`src/hw/rtl/h2ssm_pkg.sv`:
```
// ----------------------------------------------------------------------------
// HTTP/2 stream state machine package
// Shared types and codes for the front, queue and back sections.
// ----------------------------------------------------------------------------
`default_nettype none

package h2ssm_pkg;

    localparam int SLOT_W   = 6;
    localparam int IN_DW    = 24;
    localparam int IN_UW    = 2;
    localparam int OUT_DW   = 8;
    localparam int SLOT_XW  = 13;

    // op codes
    localparam logic [1:0] OP_RECV    = 2'd0;
    localparam logic [1:0] OP_SEND    = 2'd1;
    localparam logic [1:0] OP_OPEN    = 2'd2;
    localparam logic [1:0] OP_RELEASE = 2'd3;

    // frame type bytes
    localparam logic [7:0] FTB_DATA     = 8'd0;
    localparam logic [7:0] FTB_HEADERS  = 8'd1;
    localparam logic [7:0] FTB_PRIORITY = 8'd2;
    localparam logic [7:0] FTB_RST      = 8'd3;
    localparam logic [7:0] FTB_WINDOW   = 8'd8;
    localparam logic [7:0] FTB_CONT     = 8'd9;

    // verdicts
    localparam logic [1:0] V_OK          = 2'd0;
    localparam logic [1:0] V_IGNORE      = 2'd1;
    localparam logic [1:0] V_TERM_STREAM = 2'd2;
    localparam logic [1:0] V_TERM_CONN   = 2'd3;

    // error codes
    localparam logic [1:0] E_NONE   = 2'd0;
    localparam logic [1:0] E_PROTO  = 2'd1;
    localparam logic [1:0] E_CLOSED = 2'd2;

    typedef enum logic [2:0] {
        ST_IDLE      = 3'd0,
        ST_OPEN      = 3'd1,
        ST_HC_LOCAL  = 3'd2,
        ST_HC_REMOTE = 3'd3,
        ST_LOC_RESET = 3'd4,
        ST_CLOSED    = 3'd5
    } t_sstate;

    typedef enum logic [2:0] {
        FT_DATA,
        FT_HEADERS,
        FT_PRIORITY,
        FT_RST,
        FT_WINDOW,
        FT_CONT,
        FT_OTHER
    } t_ftype;

    typedef enum logic [1:0] {
        K_FRAME,
        K_SLOT_CLR,
        K_IGNORE
    } t_kind;

    typedef struct packed {
        t_kind             kind;
        logic              send;
        t_ftype            ftype;
        logic [SLOT_W-1:0] slot;
        logic              eh;
        logic              es;
        logic              pe;
        logic              rhes;
    } t_item;

    typedef struct packed {
        logic    tx_eos;
        logic    rx_eos;
        t_sstate st;
    } t_entry;

    typedef struct packed {
        logic              valid;
        logic [SLOT_W-1:0] slot;
    } t_owner;

endpackage

`default_nettype wire

```
`src/hw/rtl/h2ssm_front.sv`:
```
// ----------------------------------------------------------------------------
// HTTP/2 stream state machine front end
// Accepts frame events, range-checks the slot and decodes the frame type.
// ----------------------------------------------------------------------------
`default_nettype none

module h2ssm_front
    import h2ssm_pkg::*;
#(
    parameter int NUM_STREAMS = 64
) (
    input  wire logic              i_s_tvalid,
    output logic                   o_s_tready,
    input  wire logic [IN_DW-1:0]  i_s_tdata,
    input  wire logic [IN_UW-1:0]  i_s_tuser,
    input  wire logic              i_q_full,
    input  wire logic              i_clearing,
    output logic                   o_push,
    output t_item                  o_item
);

    logic [1:0]        w_op;
    logic              w_svalid;
    logic [SLOT_W-1:0] w_slot;
    logic [7:0]        w_type;
    logic              w_range_bad;

    assign w_op     = i_s_tuser;
    assign w_svalid = i_s_tdata[0];
    assign w_slot   = i_s_tdata[6:1];
    assign w_type   = i_s_tdata[14:7];

    assign w_range_bad = ({{(32-SLOT_W){1'b0}}, w_slot} >= 32'(NUM_STREAMS));

    assign o_s_tready = !i_q_full && !i_clearing;
    assign o_push     = i_s_tvalid && o_s_tready;

    always_comb begin
        o_item.send = (w_op == OP_SEND);
        o_item.slot = w_slot;
        o_item.eh   = i_s_tdata[15];
        o_item.es   = i_s_tdata[16];
        o_item.pe   = i_s_tdata[17];
        o_item.rhes = i_s_tdata[18];

        if (w_range_bad) begin
            o_item.kind = K_IGNORE;
        end else if (w_op == OP_OPEN || w_op == OP_RELEASE) begin
            o_item.kind = K_SLOT_CLR;
        end else if (!w_svalid) begin
            o_item.kind = K_IGNORE;
        end else begin
            o_item.kind = K_FRAME;
        end

        case (w_type)
            FTB_DATA:     o_item.ftype = FT_DATA;
            FTB_HEADERS:  o_item.ftype = FT_HEADERS;
            FTB_PRIORITY: o_item.ftype = FT_PRIORITY;
            FTB_RST:      o_item.ftype = FT_RST;
            FTB_WINDOW:   o_item.ftype = FT_WINDOW;
            FTB_CONT:     o_item.ftype = FT_CONT;
            default:      o_item.ftype = FT_OTHER;
        endcase
    end

endmodule

`default_nettype wire

```
`src/hw/rtl/h2ssm_queue.sv`:
```
// ----------------------------------------------------------------------------
// HTTP/2 stream state machine event queue
// Two-entry queue between the decode front end and the table back end.
// ----------------------------------------------------------------------------
`default_nettype none

module h2ssm_queue
    import h2ssm_pkg::*;
(
    input  wire logic  i_clk,
    input  wire logic  i_rst_n,
    input  wire logic  i_push,
    input  wire t_item i_item,
    output logic       o_full,
    output logic       o_valid,
    output t_item      o_item,
    input  wire logic  i_pop
);

    t_item      r_q [2];
    logic       r_wp;
    logic       r_rp;
    logic [1:0] r_count;

    assign o_full  = (r_count == 2'd2);
    assign o_valid = (r_count != 2'd0);
    assign o_item  = r_q[r_rp];

    always_ff @(posedge i_clk) begin
        if (!i_rst_n) begin
            r_wp    <= 1'b0;
            r_rp    <= 1'b0;
            r_count <= 2'd0;
        end else begin
            if (i_push) begin
                r_wp <= !r_wp;
            end
            if (i_pop) begin
                r_rp <= !r_rp;
            end
            case ({i_push, i_pop})
                2'b10:   r_count <= r_count + 2'd1;
                2'b01:   r_count <= r_count - 2'd1;
                default: r_count <= r_count;
            endcase
        end
    end

    always_ff @(posedge i_clk) begin
        if (i_push) begin
            r_q[r_wp] <= i_item;
        end
    end

endmodule

`default_nettype wire

```
`src/hw/rtl/h2ssm_back.sv`:
```
// ----------------------------------------------------------------------------
// HTTP/2 stream state machine back end
// Stream table read-modify-write, header-block owners and the result register.
// ----------------------------------------------------------------------------
`default_nettype none

module h2ssm_back
    import h2ssm_pkg::*;
#(
    parameter int NUM_STREAMS = 64
) (
    input  wire logic               i_clk,
    input  wire logic               i_rst_n,
    input  wire logic               i_q_valid,
    input  wire t_item              i_q_item,
    output logic                    o_pop,
    output logic                    o_clearing,
    output logic                    o_m_tvalid,
    input  wire logic               i_m_tready,
    output logic [OUT_DW-1:0]       o_m_tdata
);

    localparam int AW = $clog2(NUM_STREAMS);

    typedef enum logic [2:0] {
        S_CLEAR = 3'b001,
        S_IDLE  = 3'b010,
        S_EXEC  = 3'b100
    } t_bstate;

    t_bstate r_state, n_state;

    t_entry  r_mem [NUM_STREAMS];
    t_entry  r_rd_data;
    t_item   r_item;
    logic [AW-1:0] r_clr_cnt;

    t_owner  r_tx_own, n_tx_own;
    t_owner  r_rx_own, n_rx_own;

    logic              r_out_valid;
    logic [OUT_DW-1:0] r_out_data;

    logic [SLOT_XW-1:0] w_q_slot_x;
    logic [SLOT_XW-1:0] w_r_slot_x;
    logic [AW-1:0]      w_rd_addr;
    logic [AW-1:0]      w_wr_addr;
    logic               w_wr_en;
    t_entry             w_wr_data;
    logic               w_fire;

    // transition logic
    logic    w_send;
    t_owner  w_own;
    logic    w_own_v;
    logic [SLOT_W-1:0] w_own_s;
    t_entry  w_ent;
    logic    w_set_mark;
    logic    w_my_mark;
    logic    w_hdr_blk;
    logic    w_contig_bad;
    logic [1:0] w_verdict;
    logic [1:0] w_err;
    logic    w_drop;
    logic [1:0] w_out_v;
    logic [1:0] w_out_e;
    logic [2:0] w_out_s;

    assign w_q_slot_x = SLOT_XW'(i_q_item.slot);
    assign w_r_slot_x = SLOT_XW'(r_item.slot);
    assign w_rd_addr  = w_q_slot_x[AW-1:0];

    assign o_pop      = (r_state == S_IDLE) && i_q_valid;
    assign o_clearing = (r_state == S_CLEAR);
    assign w_fire     = (r_state == S_EXEC) && (!r_out_valid || i_m_tready);

    assign o_m_tvalid = r_out_valid;
    assign o_m_tdata  = r_out_data;

    assign w_send    = r_item.send;
    assign w_own     = w_send ? r_tx_own : r_rx_own;
    assign w_my_mark = w_send ? r_rd_data.tx_eos : r_rd_data.rx_eos;

    assign w_contig_bad =
        (w_own.valid && w_own.slot != r_item.slot) ||
        (w_own.valid && r_item.ftype != FT_CONT && r_item.ftype != FT_RST) ||
        (!w_own.valid && r_item.ftype == FT_CONT);

    always_comb begin
        w_ent      = r_rd_data;
        w_own_v    = w_own.valid;
        w_own_s    = w_own.slot;
        w_verdict  = V_OK;
        w_err      = E_NONE;
        w_set_mark = 1'b0;
        w_hdr_blk  = 1'b0;

        if (w_contig_bad) begin
            w_verdict = V_TERM_CONN;
            w_err     = E_PROTO;
        end else begin
            case (r_rd_data.st)
                ST_IDLE: begin
                    if (w_send) begin
                        w_verdict = V_IGNORE;
                    end else if (r_item.ftype == FT_HEADERS) begin
                        if (r_item.eh && r_item.es) begin
                            w_ent.st = ST_HC_REMOTE;
                        end else begin
                            if (!r_item.eh) begin
                                w_own_v = 1'b1;
                                w_own_s = r_item.slot;
                            end
                            if (!r_item.eh && r_item.es) begin
                                w_ent.rx_eos = 1'b1;
                            end
                            w_ent.st = ST_OPEN;
                        end
                    end else if (r_item.ftype != FT_PRIORITY) begin
                        w_verdict = V_TERM_CONN;
                        w_err     = E_PROTO;
                    end
                end
                ST_OPEN: begin
                    case (r_item.ftype)
                        FT_RST: begin
                            w_ent.st = w_send ? ST_LOC_RESET : ST_CLOSED;
                        end
                        FT_CONT: begin
                            if (w_own.valid && !r_item.eh && r_item.pe) begin
                                w_verdict = V_TERM_CONN;
                                w_err     = E_PROTO;
                            end else if (r_item.eh) begin
                                w_own_v = 1'b0;
                                if (w_my_mark) begin
                                    w_ent.st = w_send ? ST_HC_LOCAL : ST_HC_REMOTE;
                                end
                            end else begin
                                w_own_v = 1'b1;
                                w_own_s = r_item.slot;
                            end
                        end
                        FT_HEADERS: begin
                            if (r_item.eh && r_item.es) begin
                                w_own_v = 1'b0;
                                if (!w_send) begin
                                    w_ent.rx_eos = 1'b1;
                                end
                                w_ent.st = w_send ? ST_HC_LOCAL : ST_HC_REMOTE;
                            end else begin
                                w_own_v    = 1'b1;
                                w_own_s    = r_item.slot;
                                w_set_mark = r_item.es;
                            end
                        end
                        FT_DATA: begin
                            if (r_item.pe && !r_item.rhes) begin
                                w_verdict = V_TERM_CONN;
                                w_err     = E_PROTO;
                            end else if (r_item.es) begin
                                w_ent.st = w_send ? ST_HC_LOCAL : ST_HC_REMOTE;
                            end
                        end
                        default: begin
                        end
                    endcase
                end
                ST_HC_LOCAL: begin
                    if (!w_send) begin
                        if (r_item.ftype == FT_RST) begin
                            w_ent.st = ST_CLOSED;
                        end else if (r_item.ftype == FT_HEADERS ||
                                     r_item.ftype == FT_CONT) begin
                            w_hdr_blk = 1'b1;
                        end else if (r_item.ftype == FT_DATA && r_item.es) begin
                            w_ent.st = ST_CLOSED;
                        end
                    end else if (r_item.ftype == FT_RST) begin
                        w_ent.st = ST_LOC_RESET;
                    end else if (r_item.ftype != FT_PRIORITY &&
                                 r_item.ftype != FT_WINDOW) begin
                        w_verdict = V_IGNORE;
                    end
                end
                ST_HC_REMOTE: begin
                    if (w_send) begin
                        if (r_item.ftype == FT_HEADERS || r_item.ftype == FT_CONT) begin
                            w_hdr_blk = 1'b1;
                        end else if ((r_item.ftype == FT_DATA && r_item.es) ||
                                     r_item.ftype == FT_RST) begin
                            w_ent.st = ST_CLOSED;
                        end
                    end else if (r_item.ftype == FT_RST) begin
                        w_ent.st = ST_CLOSED;
                    end else if (r_item.ftype != FT_PRIORITY &&
                                 r_item.ftype != FT_WINDOW) begin
                        w_ent.st  = ST_CLOSED;
                        w_verdict = V_TERM_STREAM;
                        w_err     = E_CLOSED;
                    end
                end
                ST_LOC_RESET: begin
                    if (w_send) begin
                        w_verdict = V_IGNORE;
                    end else if (r_item.ftype == FT_RST) begin
                        w_ent.st = ST_CLOSED;
                    end else if (r_item.ftype != FT_WINDOW) begin
                        w_verdict = V_IGNORE;
                    end
                end
                default: begin
                    if (w_send) begin
                        w_verdict = V_IGNORE;
                    end else if (r_item.ftype != FT_PRIORITY) begin
                        w_verdict = V_TERM_CONN;
                        w_err     = E_PROTO;
                    end
                end
            endcase

            // header block on a half-closed stream
            if (w_hdr_blk) begin
                if (r_item.eh && r_item.es) begin
                    w_own_v  = 1'b0;
                    w_ent.st = ST_CLOSED;
                end else if (r_item.eh) begin
                    w_own_v = 1'b0;
                end else begin
                    w_own_v    = 1'b1;
                    w_own_s    = r_item.slot;
                    w_set_mark = r_item.es;
                end
            end

            if (w_set_mark) begin
                if (w_send) begin
                    w_ent.tx_eos = 1'b1;
                end else begin
                    w_ent.rx_eos = 1'b1;
                end
            end
        end
    end

    assign w_drop = (r_item.ftype == FT_RST) || (w_verdict == V_TERM_STREAM);

    always_comb begin
        n_tx_own = r_tx_own;
        n_rx_own = r_rx_own;
        w_out_v  = V_IGNORE;
        w_out_e  = E_NONE;
        w_out_s  = 3'(ST_IDLE);
        case (r_item.kind)
            K_FRAME: begin
                if (w_send) begin
                    n_tx_own.valid = w_own_v;
                    n_tx_own.slot  = w_own_s;
                end else begin
                    n_rx_own.valid = w_own_v;
                    n_rx_own.slot  = w_own_s;
                end
                if (w_drop) begin
                    if (n_tx_own.slot == r_item.slot) begin
                        n_tx_own.valid = 1'b0;
                    end
                    if (n_rx_own.slot == r_item.slot) begin
                        n_rx_own.valid = 1'b0;
                    end
                end
                w_out_v = w_verdict;
                w_out_e = w_err;
                w_out_s = 3'(w_ent.st);
            end
            K_SLOT_CLR: begin
                if (r_tx_own.slot == r_item.slot) begin
                    n_tx_own.valid = 1'b0;
                end
                if (r_rx_own.slot == r_item.slot) begin
                    n_rx_own.valid = 1'b0;
                end
                w_out_v = V_OK;
            end
            default: begin
            end
        endcase
    end

    always_comb begin
        w_wr_en   = 1'b0;
        w_wr_addr = w_r_slot_x[AW-1:0];
        w_wr_data = w_ent;
        if (r_state == S_CLEAR) begin
            w_wr_en   = 1'b1;
            w_wr_addr = r_clr_cnt;
            w_wr_data = '0;
        end else if (w_fire) begin
            case (r_item.kind)
                K_FRAME:    w_wr_en = 1'b1;
                K_SLOT_CLR: begin
                    w_wr_en   = 1'b1;
                    w_wr_data = '0;
                end
                default:    w_wr_en = 1'b0;
            endcase
        end
    end

    always_comb begin
        n_state = r_state;
        case (r_state)
            S_CLEAR: begin
                if (r_clr_cnt == AW'(NUM_STREAMS - 1)) begin
                    n_state = S_IDLE;
                end
            end
            S_IDLE: begin
                if (i_q_valid) begin
                    n_state = S_EXEC;
                end
            end
            S_EXEC: begin
                if (w_fire) begin
                    n_state = S_IDLE;
                end
            end
            default: n_state = S_CLEAR;
        endcase
    end

    always_ff @(posedge i_clk) begin
        if (!i_rst_n) begin
            r_state     <= S_CLEAR;
            r_clr_cnt   <= '0;
            r_tx_own    <= '0;
            r_rx_own    <= '0;
            r_out_valid <= 1'b0;
        end else begin
            r_state <= n_state;
            if (r_state == S_CLEAR) begin
                r_clr_cnt <= r_clr_cnt + AW'(1);
            end
            if (w_fire) begin
                r_tx_own    <= n_tx_own;
                r_rx_own    <= n_rx_own;
                r_out_valid <= 1'b1;
            end else if (i_m_tready) begin
                r_out_valid <= 1'b0;
            end
        end
    end

    always_ff @(posedge i_clk) begin
        if (o_pop) begin
            r_item <= i_q_item;
        end
        if (w_fire) begin
            r_out_data <= {1'b0, w_out_s, w_out_e, w_out_v};
        end
    end

    always_ff @(posedge i_clk) begin
        if (w_wr_en) begin
            r_mem[w_wr_addr] <= w_wr_data;
        end
        if (o_pop) begin
            r_rd_data <= r_mem[w_rd_addr];
        end
    end

endmodule

`default_nettype wire

```
`src/hw/rtl/http2_stream_state_machine.sv`:
```
// Each accepted event waits in the queue, then its stream table entry is read,
// then it is executed, written back and placed in the result register. The back
// end takes no new event from the queue until the last one has been executed and
// written (stream table read-modify-write). Reset: owners clear at once; the stream
// table is then swept to idle, one entry a cycle, with o_s_tready held low.
// ----------------------------------------------------------------------------
// HTTP/2 stream state machine
// Per-stream RFC 9113 transitions with header-block contiguity checks.
// ----------------------------------------------------------------------------
`default_nettype none

module http2_stream_state_machine
    import h2ssm_pkg::*;
#(
    parameter int NUM_STREAMS = 64
) (
    input  wire logic              i_clk,
    input  wire logic              i_rst_n,
    input  wire logic              i_s_tvalid,
    output logic                   o_s_tready,
    // stream_valid, stream_slot[6], frame_type[8], hdr_done, eos_flag,
    // payload_empty, rx_hdr_eos, zero pad
    input  wire logic [IN_DW-1:0]  i_s_tdata,
    // op[2]
    input  wire logic [IN_UW-1:0]  i_s_tuser,
    output logic                   o_m_tvalid,
    input  wire logic              i_m_tready,
    // verdict[2], error_code[2], stream_state[3], zero pad
    output logic [OUT_DW-1:0]      o_m_tdata
);

    logic  w_push;
    t_item w_f_item;
    logic  w_q_full;
    logic  w_q_valid;
    t_item w_q_item;
    logic  w_pop;
    logic  w_clearing;

    h2ssm_front #(
        .NUM_STREAMS (NUM_STREAMS)
    ) u_front (
        .i_s_tvalid (i_s_tvalid),
        .o_s_tready (o_s_tready),
        .i_s_tdata  (i_s_tdata),
        .i_s_tuser  (i_s_tuser),
        .i_q_full   (w_q_full),
        .i_clearing (w_clearing),
        .o_push     (w_push),
        .o_item     (w_f_item)
    );

    h2ssm_queue u_queue (
        .i_clk   (i_clk),
        .i_rst_n (i_rst_n),
        .i_push  (w_push),
        .i_item  (w_f_item),
        .o_full  (w_q_full),
        .o_valid (w_q_valid),
        .o_item  (w_q_item),
        .i_pop   (w_pop)
    );

    h2ssm_back #(
        .NUM_STREAMS (NUM_STREAMS)
    ) u_back (
        .i_clk      (i_clk),
        .i_rst_n    (i_rst_n),
        .i_q_valid  (w_q_valid),
        .i_q_item   (w_q_item),
        .o_pop      (w_pop),
        .o_clearing (w_clearing),
        .o_m_tvalid (o_m_tvalid),
        .i_m_tready (i_m_tready),
        .o_m_tdata  (o_m_tdata)
    );

endmodule

`default_nettype wire

```
`config.mk`:
```
export PLATFORM = sky130hd
export DESIGN_NAME = http2_stream_state_machine
export DESIGN_NICKNAME = d
export VERILOG_FILES = /design/src/hw/rtl/h2ssm_pkg.sv /design/src/hw/rtl/h2ssm_front.sv /design/src/hw/rtl/h2ssm_queue.sv /design/src/hw/rtl/h2ssm_back.sv /design/src/hw/rtl/http2_stream_state_machine.sv
export SDC_FILE = /design/constraint.sdc
export NUM_CORES = 1
export LEC_CHECK = 0
export BUFFER_PORTS_ARGS = -buffer_cell sky130_fd_sc_hd__clkbuf_2
export CAP_MARGIN = 20
export CORE_MARGIN = 3
export CORE_UTILIZATION = 55
export CTS_BUF_LIST = sky130_fd_sc_hd__clkbuf_2
export CTS_CLUSTER_DIAMETER = 150
export CTS_CLUSTER_SIZE = 20
export DETAILED_ROUTE_END_ITERATION = 7
export PLACE_DENSITY = 0.79
export SLEW_MARGIN = 25
export SYNTH_ARGS = -nofsm -noshare
export SYNTH_HDL_FRONTEND = slang
export SYNTH_SLANG_ARGS = --single-unit
```
`constraint.sdc`:
```
create_clock -name i_clk -period 9.3 [get_ports i_clk]
set_clock_uncertainty 0.15 [all_clocks]
set_input_delay 1.86 -clock i_clk [delete_from_list [all_inputs] [get_ports i_clk]]
set_output_delay 1.86 -clock i_clk [all_outputs]
set_load 0.03 [all_outputs]
```
==> results.json <==
{
  "vias": 12400,
  "arrival_ps": 2610,
  "wirelength_um": 40500,
  "grt_pass1_wl_um": 63700,
  "syn_area_per_cell_sq_um": 11.4,
  "rows": 66,
  "setup_ws_ps": 4680,
  "power_switching_mw": 0.531,
  "p_leak_nw": 6.39,
  "post-place-ws_ps": 4840,
  "cts_resized": 0,
  "netlist_area_sq_mm": 0.0184,
  "cts_root_buffer": "clkbuf_2",
  "finalSetupViolCount": 0,
  "max_freq_mhz": 216,
  "ir_worst_vdd_v": 0.000122,
  "die_x_um": 189,
  "clk_latency_ps": 970,
  "wl_per_cell_um": 19.9,
  "numPortBuffers": 33,
  "tightest_slew_ps": 990,
  "syn_nets": 1645,
  "viasPerCell": 6.09,
  "synthArstFlopShare_pct": 0,
  "cts_sinks": 409,
  "ios": 40,
  "crit_type": "reg2out",
  "synth_warnings": 0,
  "dieArea_sq_mm": 0.0357,
  "h-tree-depth": 1,
  "cts_setup_buffers": 0,
  "ys_seq_elements": 409,
  "dr.pass1.iters": 6,
  "clk_pin_slew_ps": 380,
  "p_sw_share_pct": 20.0,
  "dp_hpwl_um": 25000,
  "drive_above_1_share_pct": 8.41,
  "slew_violations": 0,
  "path_cells": "and2_1 -> a21oi_1 -> clkbuf_2",
  "fillerInstances": 2644,
  "ys_types": 85,
  "crit_buf_inv": 1,
  "synth-seq-area-share_pct": 65.1,
  "overflow": 0,
  "cp_max_fo": 20,
  "max-slew-margin-rel_pct": 34.0,
  "cts_tree": "built",
  "finalSetupTns_ps": 0,
  "timing.final.hold_violations": 0,
  "p_int_mw": 2.12,
  "cp_data_required_time_ps": 7290,
  "clockBufferDepth": 3,
  "fin_nets": 1617,
  "fin_crit_sh_pct": 49.7,
  "pwr-share-clk_pct": 23.5,
  "min_path_type": "reg2reg",
  "routabilityCongestion": 0.913,
  "syn_to_final_growth_pct": 3.52,
  "drt_iter0_markers": 1601,
  "synth_edf_count": 380,
  "numCtsBuffers": 24,
  "hp-start": "u_back.r_tx_own[5]$_SDFFE_PN0P_",
  "initial_core_util_pct": 56.2,
  "antenna_found_initial": 1,
  "ant_nets": 0,
  "status": "finished clean",
  "p_per_area_mw_per_mm2": 139,
  "combPwrFrac_pct": 1.3,
  "crit_path_start": "u_back.r_state[0]$_SDFFE_PN1P_",
  "synth_ff_type": "edfxtp_1",
  "die_h_um": 189,
  "crit_path_max_incr_delay_ps": 640,
  "core-area_sq_mm": 0.0328,
  "final_cell_area_sq_mm": 0.0191,
  "critPathCaptureType": "primary output",
  "cp_top_family": "simple AND/OR/NAND/NOR gates",
  "rsz0062_at_grt": "false",
  "synthCells": 1613,
  "cp-start-kind": "flip-flop",
  "min_period_ps": 4620,
  "track_usage_pct": 22.3,
  "ctsHoldBuffers": 0,
  "grt_pass1_vias": 11900,
  "seqPwrFrac_pct": 75.2,
  "critPathSlowestCell": "and2_1",
  "drv_cap": 0,
  "grt_max_degree": 95,
  "hold_slack_ps": 388,
  "drc": 0,
  "final_cell_mix": "nand2_1 (380), edfxtp_1 (380), nand3_1 (177), nor2_1 (103), clkbuf_2 (65)",
  "placed_cell_area_sq_mm": 0.0189
}
-- final timing paths --
path,end,slack (ps),depth (start not counted)
worst min-delay path,u_back.r_tx_own[5]$_SDFFE_PN0P_,390,2
worst max-delay path,o_s_tready,4680,3
worst min register to register,u_back.r_tx_own[5]$_SDFFE_PN0P_,390,2
worst max register to register,u_back.r_rd_data[0]$_DFFE_PP_,4790,12
-- Yosys cell counts, drive strengths merged, types with 10 or more instances --
library cell / number / area, sq um
a31oi: 15 / 93.8
buf: 46 / 278
nor3: 25 / 136
a21oi: 43 / 215
edfxtp: 380 / 11400
xnor2: 19 / 166
dfxtp: 29 / 581
nor2: 108 / 408
and3: 25 / 156
mux2i: 24 / 264
nand3: 177 / 886
a21boi: 10 / 75.1
o21a: 10 / 75.1
or3: 10 / 62.6
o21ai: 30 / 150
nand2: 382 / 1440
mux2: 13 / 154
nor2b: 16 / 100
a311oi: 51 / 447
clkbuf: 59 / 241
inv: 20 / 75.1
-- through the flow --
step           power (mW)  std cells  util [%]
2_1_floorplan        2.05       1613         -
3_3_place_gp         2.06       2001      57.5
3_5_place_dp         2.07       2001      57.6
4_1_cts              2.67       2035      58.2
5_1_grt              2.74       2036      58.2
6_report             2.65       2036      58.2
-- power groups by stage --
stage / registers [mW] / clock network, mW / logic, mW
finish: 1.99 / 0.624 / 0.0337
global route: 2.00 / 0.704 / 0.0368
CTS: 1.99 / 0.645 / 0.0330
detailed placement: 2.03 / 0 / 0.0329
global placement: 2.03 / 0 / 0.0321
floorplan: 2.03 / 0 / 0.0188
-- state kept, by name, indices dropped and copies added (netlist names), 2 cells and up, named ones only --
| signal | count |
|---|---|
| u_back.r_mem | 320 |
| u_queue.r_q | 32 |
| u_back.r_item | 15 |
| u_back.o_m_tdata | 7 |
| u_back.r_rx_own | 7 |
| u_back.r_tx_own | 7 |
| u_back.r_clr_cnt | 6 |
| u_back.r_rd_data | 5 |
| u_back.r_state | 3 |
| u_queue.r_count | 2 |
-- final cells by class --
class                   count  area, sq um  area share (%)
inverters                  20         77.6           0.407
flip-flops and latches    409        12000            62.8
clock buffers              32          160           0.839
well taps                 442          553            2.90
multi-input cells        1079         5950            31.2
repair buffers             51          300            1.57
diodes                      1         2.50          0.0131
clock inverters             2         46.3           0.243
-- metal layers --
layer,GRT usage [%],part of all wire (%),vias to the layer above,routed length (um)
met5,0,0,-,0
met4,6.24,2.4,0,989
met3,3.18,7.7,82,3130
met2,37.7,49,551,19800
met1,30.4,41,5947,16600
li1,-,-,5828,-
-- logic make-up after synthesis --
group | share of synthesized area, %
mux | 2.27
xor+xnor | 1.24
flops | 65.1
fa+ha+maj | 0.136
other cells | 0.0203
compound gates | 8.70
buf+inv | 3.22
simple gates | 19.4
-- tightest hold or removal path, cell delays in order, from the launching register on --
cell,delay (ps)
dfxtp_1,410
o21ai_0,70
a21boi_0,70
(Power assumes the default switching activity.)
